File: config.mk
export PLATFORM = sky130hd
export DESIGN_NAME = biquad_iir_filter
export DESIGN_NICKNAME = d
export VERILOG_FILES = /design/src/rtl/core/bqd_pkg.sv /design/src/rtl/core/bqd_mult.sv /design/src/rtl/core/bqd_ctrl.sv /design/src/rtl/core/bqd_sat.sv /design/src/rtl/core/biquad_iir_filter.sv
export SDC_FILE = /design/constraint.sdc
export NUM_CORES = 2
export LEC_CHECK = 0
export ABC_AREA = 1
export BUFFER_PORTS_ARGS = -buffer_cell sky130_fd_sc_hd__buf_2
export CAP_MARGIN = 25
export CORE_MARGIN = 2
export CORE_UTILIZATION = 35
export DETAILED_ROUTE_END_ITERATION = 7
export PLACE_DENSITY = 0.52
export SYNTH_ARGS = -nofsm -noshare
export SYNTH_HDL_FRONTEND = slang
export SYNTH_HIERARCHICAL = 1
export SYNTH_SLANG_ARGS = --single-unit
export TNS_END_PERCENT = 1
File: constraint.sdc
create_clock -name aclk -period 17.7 [get_ports aclk]
set_input_delay 3.54 -clock aclk [delete_from_list [all_inputs] [get_ports aclk]]
set_output_delay 3.54 -clock aclk [all_outputs]
set_load 0.01 [all_outputs]
File: src/rtl/core/bqd_pkg.sv
// Shared types, codes and defaults of the biquad IIR filter section.
`default_nettype none

package bqd_pkg;

    // Default geometry of the section
    localparam int DEF_SAMPLE_BITS     = 16;
    localparam int DEF_COEF_FRAC_BITS  = 28;
    localparam int DEF_STATE_FRAC_BITS = 30;
    localparam int DEF_STATE_BITS      = 48;

    // Coefficient register file
    localparam int COEF_W    = 32;
    localparam int NUM_COEFS = 5;
    localparam int APB_AW    = 5;
    localparam int APB_DW    = 32;
    localparam int CIDX_W    = APB_AW - 2;

    typedef enum logic [CIDX_W-1:0] {
        COEF_B0 = 3'd0,
        COEF_B1 = 3'd1,
        COEF_B2 = 3'd2,
        COEF_A1 = 3'd3,
        COEF_A2 = 3'd4
    } coef_idx_t;

    localparam logic [COEF_W-1:0] B0_RESET    = 32'h1000_0000;
    localparam logic [COEF_W-1:0] COEF_ZERO   = 32'h0000_0000;

    // Multiplier operand A source
    typedef enum logic [1:0] {
        OPA_X   = 2'd0,
        OPA_YLO = 2'd1,
        OPA_YHI = 2'd2
    } opa_sel_t;

    // Accumulator action taken on the product that is present this cycle
    typedef enum logic [2:0] {
        ACC_NONE   = 3'd0,
        ACC_Y      = 3'd1,
        ACC_S1_X   = 3'd2,
        ACC_S2_X   = 3'd3,
        ACC_LO     = 3'd4,
        ACC_S1_SUB = 3'd5,
        ACC_S2_SUB = 3'd6
    } acc_op_t;

    typedef struct packed {
        opa_sel_t  a_sel;
        coef_idx_t c_sel;
        acc_op_t   acc_op;
        logic      fin;
    } bqd_ctl_t;

endpackage

`default_nettype wire

File: src/rtl/core/bqd_mult.sv
// Shared signed multiplier with a registered product.
`default_nettype none

module bqd_mult #(
    parameter int A_W = 33
) (
    input  wire                                    aclk,
    input  wire  signed [A_W-1:0]                  op_a,
    input  wire  signed [bqd_pkg::COEF_W-1:0]      op_b,
    output logic signed [A_W+bqd_pkg::COEF_W-1:0]  prod_reg
);

    always_ff @(posedge aclk) begin
        prod_reg <= op_a * op_b;
    end

endmodule

`default_nettype wire

File: src/rtl/core/bqd_ctrl.sv
// Step sequencer that schedules the five multiply-accumulates of one sample.
`default_nettype none

module bqd_ctrl (
    input  wire               aclk,
    input  wire               aresetn,
    input  wire               in_fire,
    input  wire               out_free,
    output logic              in_ready,
    output bqd_pkg::bqd_ctl_t ctl
);

    typedef enum logic [3:0] {
        ST_IDLE,
        ST_MB0,
        ST_MB1,
        ST_MB2,
        ST_A1L,
        ST_A1H,
        ST_A2L,
        ST_A2H,
        ST_DONE
    } state_t;

    state_t state_reg, state_next;

    always_comb begin
        state_next = state_reg;
        case (state_reg)
            ST_IDLE: if (in_fire) state_next = ST_MB0;
            ST_MB0:  state_next = ST_MB1;
            ST_MB1:  state_next = ST_MB2;
            ST_MB2:  state_next = ST_A1L;
            ST_A1L:  state_next = ST_A1H;
            ST_A1H:  state_next = ST_A2L;
            ST_A2L:  state_next = ST_A2H;
            ST_A2H:  state_next = ST_DONE;
            ST_DONE: if (out_free) state_next = ST_IDLE;
            default: state_next = ST_IDLE;
        endcase
    end

    always_ff @(posedge aclk) begin
        if (!aresetn) begin
            state_reg <= ST_IDLE;
        end else begin
            state_reg <= state_next;
        end
    end

    // Issue an operand pair and act on the product issued one step earlier
    always_comb begin
        ctl = '{a_sel: bqd_pkg::OPA_X, c_sel: bqd_pkg::COEF_B0,
                acc_op: bqd_pkg::ACC_NONE, fin: 1'b0};
        case (state_reg)
            ST_MB0: begin
                ctl.c_sel = bqd_pkg::COEF_B0;
            end
            ST_MB1: begin
                ctl.c_sel  = bqd_pkg::COEF_B1;
                ctl.acc_op = bqd_pkg::ACC_Y;
            end
            ST_MB2: begin
                ctl.c_sel  = bqd_pkg::COEF_B2;
                ctl.acc_op = bqd_pkg::ACC_S1_X;
            end
            ST_A1L: begin
                ctl.a_sel  = bqd_pkg::OPA_YLO;
                ctl.c_sel  = bqd_pkg::COEF_A1;
                ctl.acc_op = bqd_pkg::ACC_S2_X;
            end
            ST_A1H: begin
                ctl.a_sel  = bqd_pkg::OPA_YHI;
                ctl.c_sel  = bqd_pkg::COEF_A1;
                ctl.acc_op = bqd_pkg::ACC_LO;
            end
            ST_A2L: begin
                ctl.a_sel  = bqd_pkg::OPA_YLO;
                ctl.c_sel  = bqd_pkg::COEF_A2;
                ctl.acc_op = bqd_pkg::ACC_S1_SUB;
            end
            ST_A2H: begin
                ctl.a_sel  = bqd_pkg::OPA_YHI;
                ctl.c_sel  = bqd_pkg::COEF_A2;
                ctl.acc_op = bqd_pkg::ACC_LO;
            end
            ST_DONE: begin
                // keep issuing the same pair so the product holds while stalled
                ctl.a_sel  = bqd_pkg::OPA_YHI;
                ctl.c_sel  = bqd_pkg::COEF_A2;
                ctl.acc_op = bqd_pkg::ACC_S2_SUB;
                ctl.fin    = 1'b1;
            end
            default: begin
                ctl.acc_op = bqd_pkg::ACC_NONE;
            end
        endcase
    end

    assign in_ready = (state_reg == ST_IDLE);

endmodule

`default_nettype wire

File: src/rtl/core/bqd_sat.sv
// Output rescale toward zero and saturation to the sample range.
`default_nettype none

module bqd_sat #(
    parameter int SAMPLE_BITS     = bqd_pkg::DEF_SAMPLE_BITS,
    parameter int STATE_FRAC_BITS = bqd_pkg::DEF_STATE_FRAC_BITS,
    parameter int STATE_BITS      = bqd_pkg::DEF_STATE_BITS
) (
    input  wire  [STATE_BITS-1:0]  y_in,
    output logic [SAMPLE_BITS-1:0] sample_out,
    output logic                   clipped
);

    localparam int OSH   = STATE_FRAC_BITS - (SAMPLE_BITS - 1);
    localparam int OSH_R = (OSH > 0) ? OSH : 0;
    localparam int OSH_L = (OSH < 0) ? -OSH : 0;
    localparam int MAG_W = STATE_BITS + 1;
    localparam int SW    = MAG_W + OSH_L;

    localparam logic [SW-1:0] NEG_MAX = SW'(1) << (SAMPLE_BITS - 1);
    localparam logic [SW-1:0] POS_MAX = NEG_MAX - SW'(1);

    logic              neg;
    logic [MAG_W-1:0]  ye;
    logic [MAG_W-1:0]  mag;
    logic [SW-1:0]     scaled;
    logic [SW-1:0]     lim;
    logic [SW-1:0]     clamped;
    logic [SW-1:0]     res;

    always_comb begin
        neg     = y_in[STATE_BITS-1];
        ye      = MAG_W'($signed(y_in));
        mag     = neg ? (~ye + MAG_W'(1)) : ye;
        // full-width rescale of the magnitude, so the compare sees any overflow
        scaled  = (SW'(mag) << OSH_L) >> OSH_R;
        lim     = neg ? NEG_MAX : POS_MAX;
        clipped = (scaled > lim);
        clamped = clipped ? lim : scaled;
        res     = neg ? (~clamped + SW'(1)) : clamped;
        sample_out = res[SAMPLE_BITS-1:0];
    end

endmodule

`default_nettype wire

File: src/rtl/core/biquad_iir_filter.sv
// Top level of the biquad IIR section: datapath, coefficient registers, stream ports.
//
// Second-order IIR section in direct form II transposed, fixed point.
//   y = b0*x + s1;  s1' = b1*x - a1*y + s2;  s2' = b2*x - a2*y
// Input stream (s_*): s_tdata carries the signed sample in its low bits, s_tlast
// marks the last sample of a software block and is passed through unchanged.
// Output stream (m_*): m_tdata carries the filtered, saturated sample, m_tuser
// is set when the sample was clipped, m_tlast echoes the input marker.
// Coefficients b0, b1, b2, a1, a2 sit on the APB port at byte addresses 0..16;
// write them only while the section is idle. Reset loads b0 = 1.0, the others 0.
// Datapath: one shared signed multiplier (25x32 at the default sizes) serves all
// five products (the two feedback products take two passes each, low and high
// half of y), and s_tready is high only in the idle step, so a new item is taken
// only once the previous result has gone into the output register.
// The result waits in an output register; if the receiver stalls, the
// sequencer holds in its last step until the register frees, so nothing
// is lost. Synchronous active-low reset clears the state, reloads the
// coefficients and drops m_tvalid; s_tready is high after reset.
`default_nettype none

module biquad_iir_filter #(
    parameter int SAMPLE_BITS     = bqd_pkg::DEF_SAMPLE_BITS,
    parameter int COEF_FRAC_BITS  = bqd_pkg::DEF_COEF_FRAC_BITS,
    parameter int STATE_FRAC_BITS = bqd_pkg::DEF_STATE_FRAC_BITS,
    parameter int STATE_BITS      = bqd_pkg::DEF_STATE_BITS,
    localparam int DATA_W         = ((SAMPLE_BITS + 7) / 8) * 8
) (
    input  wire                          aclk,
    input  wire                          aresetn,
    // APB coefficient port
    input  wire                          psel,
    input  wire                          penable,
    input  wire                          pwrite,
    input  wire  [bqd_pkg::APB_AW-1:0]   paddr,
    input  wire  [bqd_pkg::APB_DW-1:0]   pwdata,
    output logic [bqd_pkg::APB_DW-1:0]   prdata,
    output logic                         pready,
    // input samples
    input  wire                          s_tvalid,
    output logic                         s_tready,
    input  wire  [DATA_W-1:0]            s_tdata,   // sample_in, zero pad
    input  wire                          s_tlast,   // block_end
    // filtered samples
    output logic                         m_tvalid,
    input  wire                          m_tready,
    output logic [DATA_W-1:0]            m_tdata,   // sample_out, zero pad
    output logic                         m_tuser,   // clipped
    output logic                         m_tlast    // block_end_out
);

    localparam int LO_BITS = STATE_BITS / 2;
    localparam int A_W     = (SAMPLE_BITS > LO_BITS + 1) ? SAMPLE_BITS : LO_BITS + 1;
    localparam int PW      = A_W + bqd_pkg::COEF_W;
    localparam int XSH     = (SAMPLE_BITS - 1) + COEF_FRAC_BITS - STATE_FRAC_BITS;
    localparam int XSH_R   = (XSH > 0) ? XSH : 0;
    localparam int XSH_L   = (XSH < 0) ? -XSH : 0;
    localparam int WX      = PW + STATE_BITS + XSH_L;
    localparam int WY      = PW + LO_BITS + 1;

    // ---------------- coefficient registers ----------------
    logic [bqd_pkg::COEF_W-1:0] coef_reg [bqd_pkg::NUM_COEFS];
    logic [bqd_pkg::CIDX_W-1:0] cfg_idx;
    logic                       cfg_wr;

    assign pready  = 1'b1;
    assign cfg_idx = paddr[bqd_pkg::APB_AW-1:2];
    assign cfg_wr  = psel && penable && pwrite;

    always_ff @(posedge aclk) begin
        if (!aresetn) begin
            coef_reg[bqd_pkg::COEF_B0] <= bqd_pkg::B0_RESET;
            coef_reg[bqd_pkg::COEF_B1] <= bqd_pkg::COEF_ZERO;
            coef_reg[bqd_pkg::COEF_B2] <= bqd_pkg::COEF_ZERO;
            coef_reg[bqd_pkg::COEF_A1] <= bqd_pkg::COEF_ZERO;
            coef_reg[bqd_pkg::COEF_A2] <= bqd_pkg::COEF_ZERO;
        end else if (cfg_wr && (int'(cfg_idx) < bqd_pkg::NUM_COEFS)) begin
            coef_reg[cfg_idx] <= pwdata;
        end
    end

    // drop reads beyond the register list to zero
    always_comb begin
        prdata = '0;
        if (int'(cfg_idx) < bqd_pkg::NUM_COEFS) begin
            prdata = coef_reg[cfg_idx];
        end
    end

    // ---------------- sequencer ----------------
    bqd_pkg::bqd_ctl_t ctl;
    logic              in_fire;
    logic              out_free;

    assign in_fire  = s_tvalid && s_tready;
    assign out_free = !m_tvalid || m_tready;

    bqd_ctrl u_ctrl (
        .aclk     (aclk),
        .aresetn  (aresetn),
        .in_fire  (in_fire),
        .out_free (out_free),
        .in_ready (s_tready),
        .ctl      (ctl)
    );

    // ---------------- shared multiplier ----------------
    logic signed [SAMPLE_BITS-1:0] x_reg;
    logic                          last_reg;
    logic signed [STATE_BITS-1:0]  y_reg;
    logic signed [A_W-1:0]         op_a;
    logic signed [PW-1:0]          prod;

    always_comb begin
        case (ctl.a_sel)
            bqd_pkg::OPA_X:   op_a = A_W'(x_reg);
            bqd_pkg::OPA_YLO: op_a = A_W'({1'b0, y_reg[LO_BITS-1:0]});
            bqd_pkg::OPA_YHI: op_a = A_W'($signed(y_reg[STATE_BITS-1:LO_BITS]));
            default:          op_a = '0;
        endcase
    end

    bqd_mult #(
        .A_W (A_W)
    ) u_mult (
        .aclk     (aclk),
        .op_a     (op_a),
        .op_b     ($signed(coef_reg[ctl.c_sel])),
        .prod_reg (prod)
    );

    // ---------------- product scaling ----------------
    // Sample products: floor to STATE_FRAC_BITS fractional bits (or shift up).
    logic signed [WX-1:0]         xw;
    logic signed [WX-1:0]         xsc;
    logic signed [STATE_BITS-1:0] xs;
    // Feedback products: join the high and low halves, then floor by the
    // coefficient's fraction.
    logic signed [PW-1:0]         lo_reg;
    logic signed [WY-1:0]         yw;
    logic signed [WY-1:0]         ysc;
    logic signed [STATE_BITS-1:0] yc;

    always_comb begin
        xw  = WX'(prod);
        xsc = (xw <<< XSH_L) >>> XSH_R;
        xs  = xsc[STATE_BITS-1:0];
        yw  = (WY'(prod) <<< LO_BITS) + WY'(lo_reg);
        ysc = yw >>> COEF_FRAC_BITS;
        yc  = ysc[STATE_BITS-1:0];
    end

    // ---------------- accumulators and state ----------------
    logic signed [STATE_BITS-1:0] s1_reg;
    logic signed [STATE_BITS-1:0] s2_reg;

    always_ff @(posedge aclk) begin
        if (in_fire) begin
            x_reg    <= $signed(s_tdata[SAMPLE_BITS-1:0]);
            last_reg <= s_tlast;
        end
        case (ctl.acc_op)
            bqd_pkg::ACC_Y:  y_reg  <= xs + s1_reg;
            bqd_pkg::ACC_LO: lo_reg <= prod;
            default: ;
        endcase
    end

    always_ff @(posedge aclk) begin
        if (!aresetn) begin
            s1_reg <= '0;
            s2_reg <= '0;
        end else begin
            case (ctl.acc_op)
                bqd_pkg::ACC_S1_X:   s1_reg <= xs + s2_reg;
                bqd_pkg::ACC_S2_X:   s2_reg <= xs;
                bqd_pkg::ACC_S1_SUB: s1_reg <= s1_reg - yc;
                bqd_pkg::ACC_S2_SUB: if (out_free) s2_reg <= s2_reg - yc;
                default: ;
            endcase
        end
    end

    // ---------------- output formatting and register ----------------
    logic [SAMPLE_BITS-1:0] sat_sample;
    logic                   sat_clip;

    bqd_sat #(
        .SAMPLE_BITS     (SAMPLE_BITS),
        .STATE_FRAC_BITS (STATE_FRAC_BITS),
        .STATE_BITS      (STATE_BITS)
    ) u_sat (
        .y_in       (y_reg),
        .sample_out (sat_sample),
        .clipped    (sat_clip)
    );

    always_ff @(posedge aclk) begin
        if (!aresetn) begin
            m_tvalid <= 1'b0;
        end else if (ctl.fin && out_free) begin
            m_tvalid <= 1'b1;
        end else if (m_tready) begin
            m_tvalid <= 1'b0;
        end
    end

    always_ff @(posedge aclk) begin
        if (ctl.fin && out_free) begin
            m_tdata <= DATA_W'(sat_sample);
            m_tuser <= sat_clip;
            m_tlast <= last_reg;
        end
    end

    // ---------------- assertions ----------------
    a_busy_after_accept: assert property (@(posedge aclk) disable iff (!aresetn)
        in_fire |=> !s_tready)
        else $error("input accepted while a sample was still in work");

    a_result_from_work: assert property (@(posedge aclk) disable iff (!aresetn)
        $rose(m_tvalid) |-> $past(ctl.fin))
        else $error("result appeared without a finished sequence");

    a_hold_on_stall: assert property (@(posedge aclk) disable iff (!aresetn)
        (ctl.fin && !out_free) |=> (ctl.fin && !s_tready))
        else $error("sequencer left its last step while the output was full");

endmodule

`default_nettype wire
==> metrics.txt <==
# TYPE chip_impl_metric gauge
chip_impl_info{name="outcome",value="finished, final reports clean"} 1
chip_impl_metric{name="slew_headroom",unit="%"} 27.9
chip_impl_info{name="worstSetupEndpointType",value="flop"} 1
chip_impl_metric{name="port_buffers",unit=""} 110
chip_impl_metric{name="worst_setup_hold_path_clk_slew",unit="ps"} 60
chip_impl_metric{name="row_count",unit=""} 164
chip_impl_metric{name="post_synth.cell_area_avg",unit="sq um"} 7.25
chip_impl_info{name="critPathSlowestCell",value="sky130_fd_sc_hd__nor2_1"} 1
chip_impl_metric{name="synthDominantCellAreaShare",unit="%"} 23.4
chip_impl_metric{name="routed_wl",unit="um"} 258000
chip_impl_metric{name="drtIter0Drc",unit=""} 5122
chip_impl_metric{name="critical_path_required",unit="ps"} 18300
chip_impl_metric{name="drt.antenna.violating_nets",unit=""} 0
chip_impl_metric{name="maxCapViolCount",unit=""} 0
chip_impl_metric{name="cp.depth",unit=""} 29
chip_impl_info{name="critical_path.startpoint",value="u_ctrl/state_reg[2]"} 1
chip_impl_metric{name="final.setup_skew",unit="ps"} 55.9
chip_impl_info{name="timing.critical_path.max_delay_family",value="adder cells"} 1
chip_impl_metric{name="cell_count_after_synthesis",unit=""} 9713
chip_impl_metric{name="drc",unit=""} 0
chip_impl_metric{name="netlist_area",unit="sq um"} 70400
chip_impl_metric{name="postCtsSetupBuffers",unit=""} 0
chip_impl_metric{name="synth-edff-count",unit=""} 372
chip_impl_metric{name="gr-total-overflow",unit=""} 0
chip_impl_metric{name="viasPerCell",unit=""} 5.02
chip_impl_metric{name="worst_reg2reg_path_length_in_cells",unit=""} 29
chip_impl_metric{name="final_nets",unit=""} 11000
chip_impl_info{name="category_of_the_critical_setup_timing_path",value="reg2reg"} 1
chip_impl_info{name="cts_tree",value="yes"} 1
chip_impl_metric{name="critPathArrivalTime",unit="ps"} 10730
chip_impl_metric{name="die_height",unit="um"} 453
chip_impl_metric{name="yosys_register_bits",unit=""} 530
chip_impl_metric{name="yosysWarningCount",unit=""} 6
chip_impl_info{name="synth_area_leader_cell",value="sky130_fd_sc_hd__fa_1"} 1
chip_impl_info{name="endpoint",value="u_mult/prod_reg[53]"} 1
chip_impl_metric{name="worst_skew_pair.late_latency",unit="ps"} 700
chip_impl_metric{name="antenna_found_initial",unit=""} 15
chip_impl_metric{name="worst_path_largest_cell_delay",unit="ps"} 750
chip_impl_info{name="most_common_cell_in_the_netlist",value="sky130_fd_sc_hd__nand2_1"} 1
chip_impl_info{name="synth_commonest_cells",value="2451 x sky130_fd_sc_hd__nand2_1, 2128 x sky130_fd_sc_hd__inv_1, 853 x sky130_fd_sc_hd__nor2_1"} 1
chip_impl_metric{name="coreArea",unit="sq um"} 200000
chip_impl_metric{name="cts_made_buffers",unit=""} 72
chip_impl_info{name="clk_root_buf",value="sky130_fd_sc_hd__clkbuf_16"} 1
chip_impl_metric{name="final.min_clock_period",unit="ps"} 10130
chip_impl_info{name="synth_top_flop_cell",value="sky130_fd_sc_hd__edfxtp_1"} 1
chip_impl_metric{name="hold_depth",unit=""} 2
chip_impl_metric{name="final_min_period_over_clock_period",unit="%"} 57.2
chip_impl_info{name="min_path_type",value="reg2reg"} 1
chip_impl_metric{name="synth-seq-area-share",unit="%"} 20.4
chip_impl_metric{name="die_width",unit="um"} 453
chip_impl_metric{name="worst-path-buf-inv",unit=""} 9
chip_impl_metric{name="timing.final.setup_violations",unit=""} 0
chip_impl_metric{name="initial_core_util",unit="%"} 35.2
chip_impl_metric{name="count_of_different_cell_masters_after_synthesis",unit=""} 70
chip_impl_metric{name="io_pins",unit=""} 114
chip_impl_metric{name="gp_congestion",unit=""} 0.985
chip_impl_info{name="reg2reg_to",value="u_mult/prod_reg[53]"} 1
chip_impl_metric{name="postLayoutCoreUtil",unit="%"} 38.6
chip_impl_metric{name="vias_in_the_first_global_route",unit=""} 63200
chip_impl_metric{name="wire_per_inst",unit="um"} 20.6
chip_impl_metric{name="synthArstFlopShare",unit="%"} 0
chip_impl_metric{name="drtPass1Iterations",unit=""} 6
chip_impl_metric{name="drive_gt1_share",unit="%"} 6.66
chip_impl_info{name="setup.worst_path.start_class",value="flop"} 1
chip_impl_metric{name="max_clock_buf_depth",unit=""} 3
chip_impl_metric{name="grt_usage",unit="%"} 25.4
chip_impl_metric{name="cp_max_fo",unit=""} 32
chip_impl_metric{name="dp_hpwl",unit="um"} 205000
chip_impl_metric{name="largest_reg_flops",unit=""} 256
chip_impl_info{name="synthTopCellsByArea",value="sky130_fd_sc_hd__fa_1 23%, sky130_fd_sc_hd__edfxtp_1 16%, sky130_fd_sc_hd__nand2_1 13%"} 1
chip_impl_info{name="timing.rr.start",value="u_ctrl/state_reg[2]"} 1
chip_impl_metric{name="final_hold_violation_count",unit=""} 0
chip_impl_metric{name="hold_buffers",unit=""} 0
chip_impl_metric{name="first_pass_grt_wire_length",unit="um"} 394000
chip_impl_info{name="grt_setup_unrepaired",value="false"} 1
chip_impl_metric{name="timing.final.max_slew_violations",unit=""} 0
chip_impl_metric{name="area_delta_synth_final",unit="%"} 9.43
chip_impl_metric{name="grt_max_degree",unit=""} 74
chip_impl_metric{name="worst-r2r-setup-slack",unit="ps"} 7570
chip_impl_metric{name="max_freq",unit="MHz"} 98.7
chip_impl_info{name="worst_path_most_repeated_cell",value="sky130_fd_sc_hd__inv_1"} 1
chip_impl_metric{name="cts.repair.resized",unit=""} 0
chip_impl_metric{name="h-tree-depth",unit=""} 3
chip_impl_metric{name="dr_vias",unit=""} 62700
chip_impl_metric{name="die_footprint",unit="sq um"} 205000
chip_impl_metric{name="setup-tns-final",unit="ps"} 0
chip_impl_metric{name="worst-slew-pin-transition",unit="ps"} 1080
chip_impl_metric{name="clock_sinks",unit=""} 530
[stage by stage]
| stage | instances | area (sq um) | setup slack, ps | hold slack, ps |
|---|---|---|---|---|
| floorplan | 9808 | 70800 | 9270 | 400 |
| global placement | 12400 | 74600 | 7640 | 485 |
| detailed placement | 12400 | 74700 | 7580 | 493 |
| CTS | 12500 | 77000 | 7540 | 503 |
| global route | 12500 | 77100 | 6950 | 522 |
| finish | 12500 | 77100 | 7570 | 505 |
[worst reg2reg max path, delay by kind of cell (launching register included)]
family	cells	cell delay, ps
AND/OR/NAND/NOR	11	2900
flip-flops	1	400
AO/OA/AOI/OAI	1	340
adder cells (fa/ha/maj)	8	4440
buffers and inverters	9	1980
[worst min-delay path by stage]
stage | from | end | slack (ps)
3_5_place_dp | s2_reg[0] | s2_reg[0] | 490
3_3_place_gp | s2_reg[0] | s2_reg[0] | 490
2_1_floorplan | last_reg | m_tlast | 400
6_report | s2_reg[0] | s2_reg[0] | 510
4_1_cts | s2_reg[0] | s2_reg[0] | 500
5_1_grt | s2_reg[0] | s2_reg[0] | 520
[kinds of logic (layout without fill, tap and decap cells)]
logic type	after synthesis	after routing	synth area share [%]
AOI/OAI and AO/OA	1235	1235	9.91
xor gates and xnor gates	176	176	2.19
adders and majority gates	1190	1190	29.9
buffers and inverters	2473	2514	13.2
DFF	530	530	20.4
muxes	1	1	0.0160
other	2	99	0.0107
and+or+nand+nor	4106	4106	24.4
[layout by cell type, fill, tap and decap left out, types with 158 or more instances in the layout]
cell type / synthesis / final
sky130_fd_sc_hd__edfxtp_1: 372 / 372
sky130_fd_sc_hd__a21oi_1: 440 / 439
sky130_fd_sc_hd__o21ai_0: 413 / 412
sky130_fd_sc_hd__nand3_1: 402 / 402
sky130_fd_sc_hd__nor2_1: 853 / 846
sky130_fd_sc_hd__ha_1: 367 / 367
sky130_fd_sc_hd__dfxtp_1: 158 / 158
sky130_fd_sc_hd__fa_1: 823 / 823
sky130_fd_sc_hd__nand2_1: 2451 / 2442
sky130_fd_sc_hd__inv_1: 2128 / 2126
[layer usage]
metal	vias to the layer above	global-route usage [%]	share of wire [%]
met5	-	0	0.010
li1	30000	-	-
met1	30800	34.7	45
met3	325	2.79	5.2
met2	1671	42.1	47
met4	4	7.57	3.1
[layout make-up]
class | instances | area [sq um]
Inverter | 2153 | 8080
Timing Repair Buffer | 233 | 1520
Clock inverter | 41 | 423
Fill cell | 21200 | 123000
Multi-Input combinational cell | 6805 | 47400
Tap cell | 2656 | 3320
Clock buffer | 87 | 1930
Antenna cell | 2 | 5.00
Sequential cell | 530 | 14300
Power is left out: the tool's default activity adds up to more than one toggle a clock period on the data nets, which glitch-free logic cannot reach.
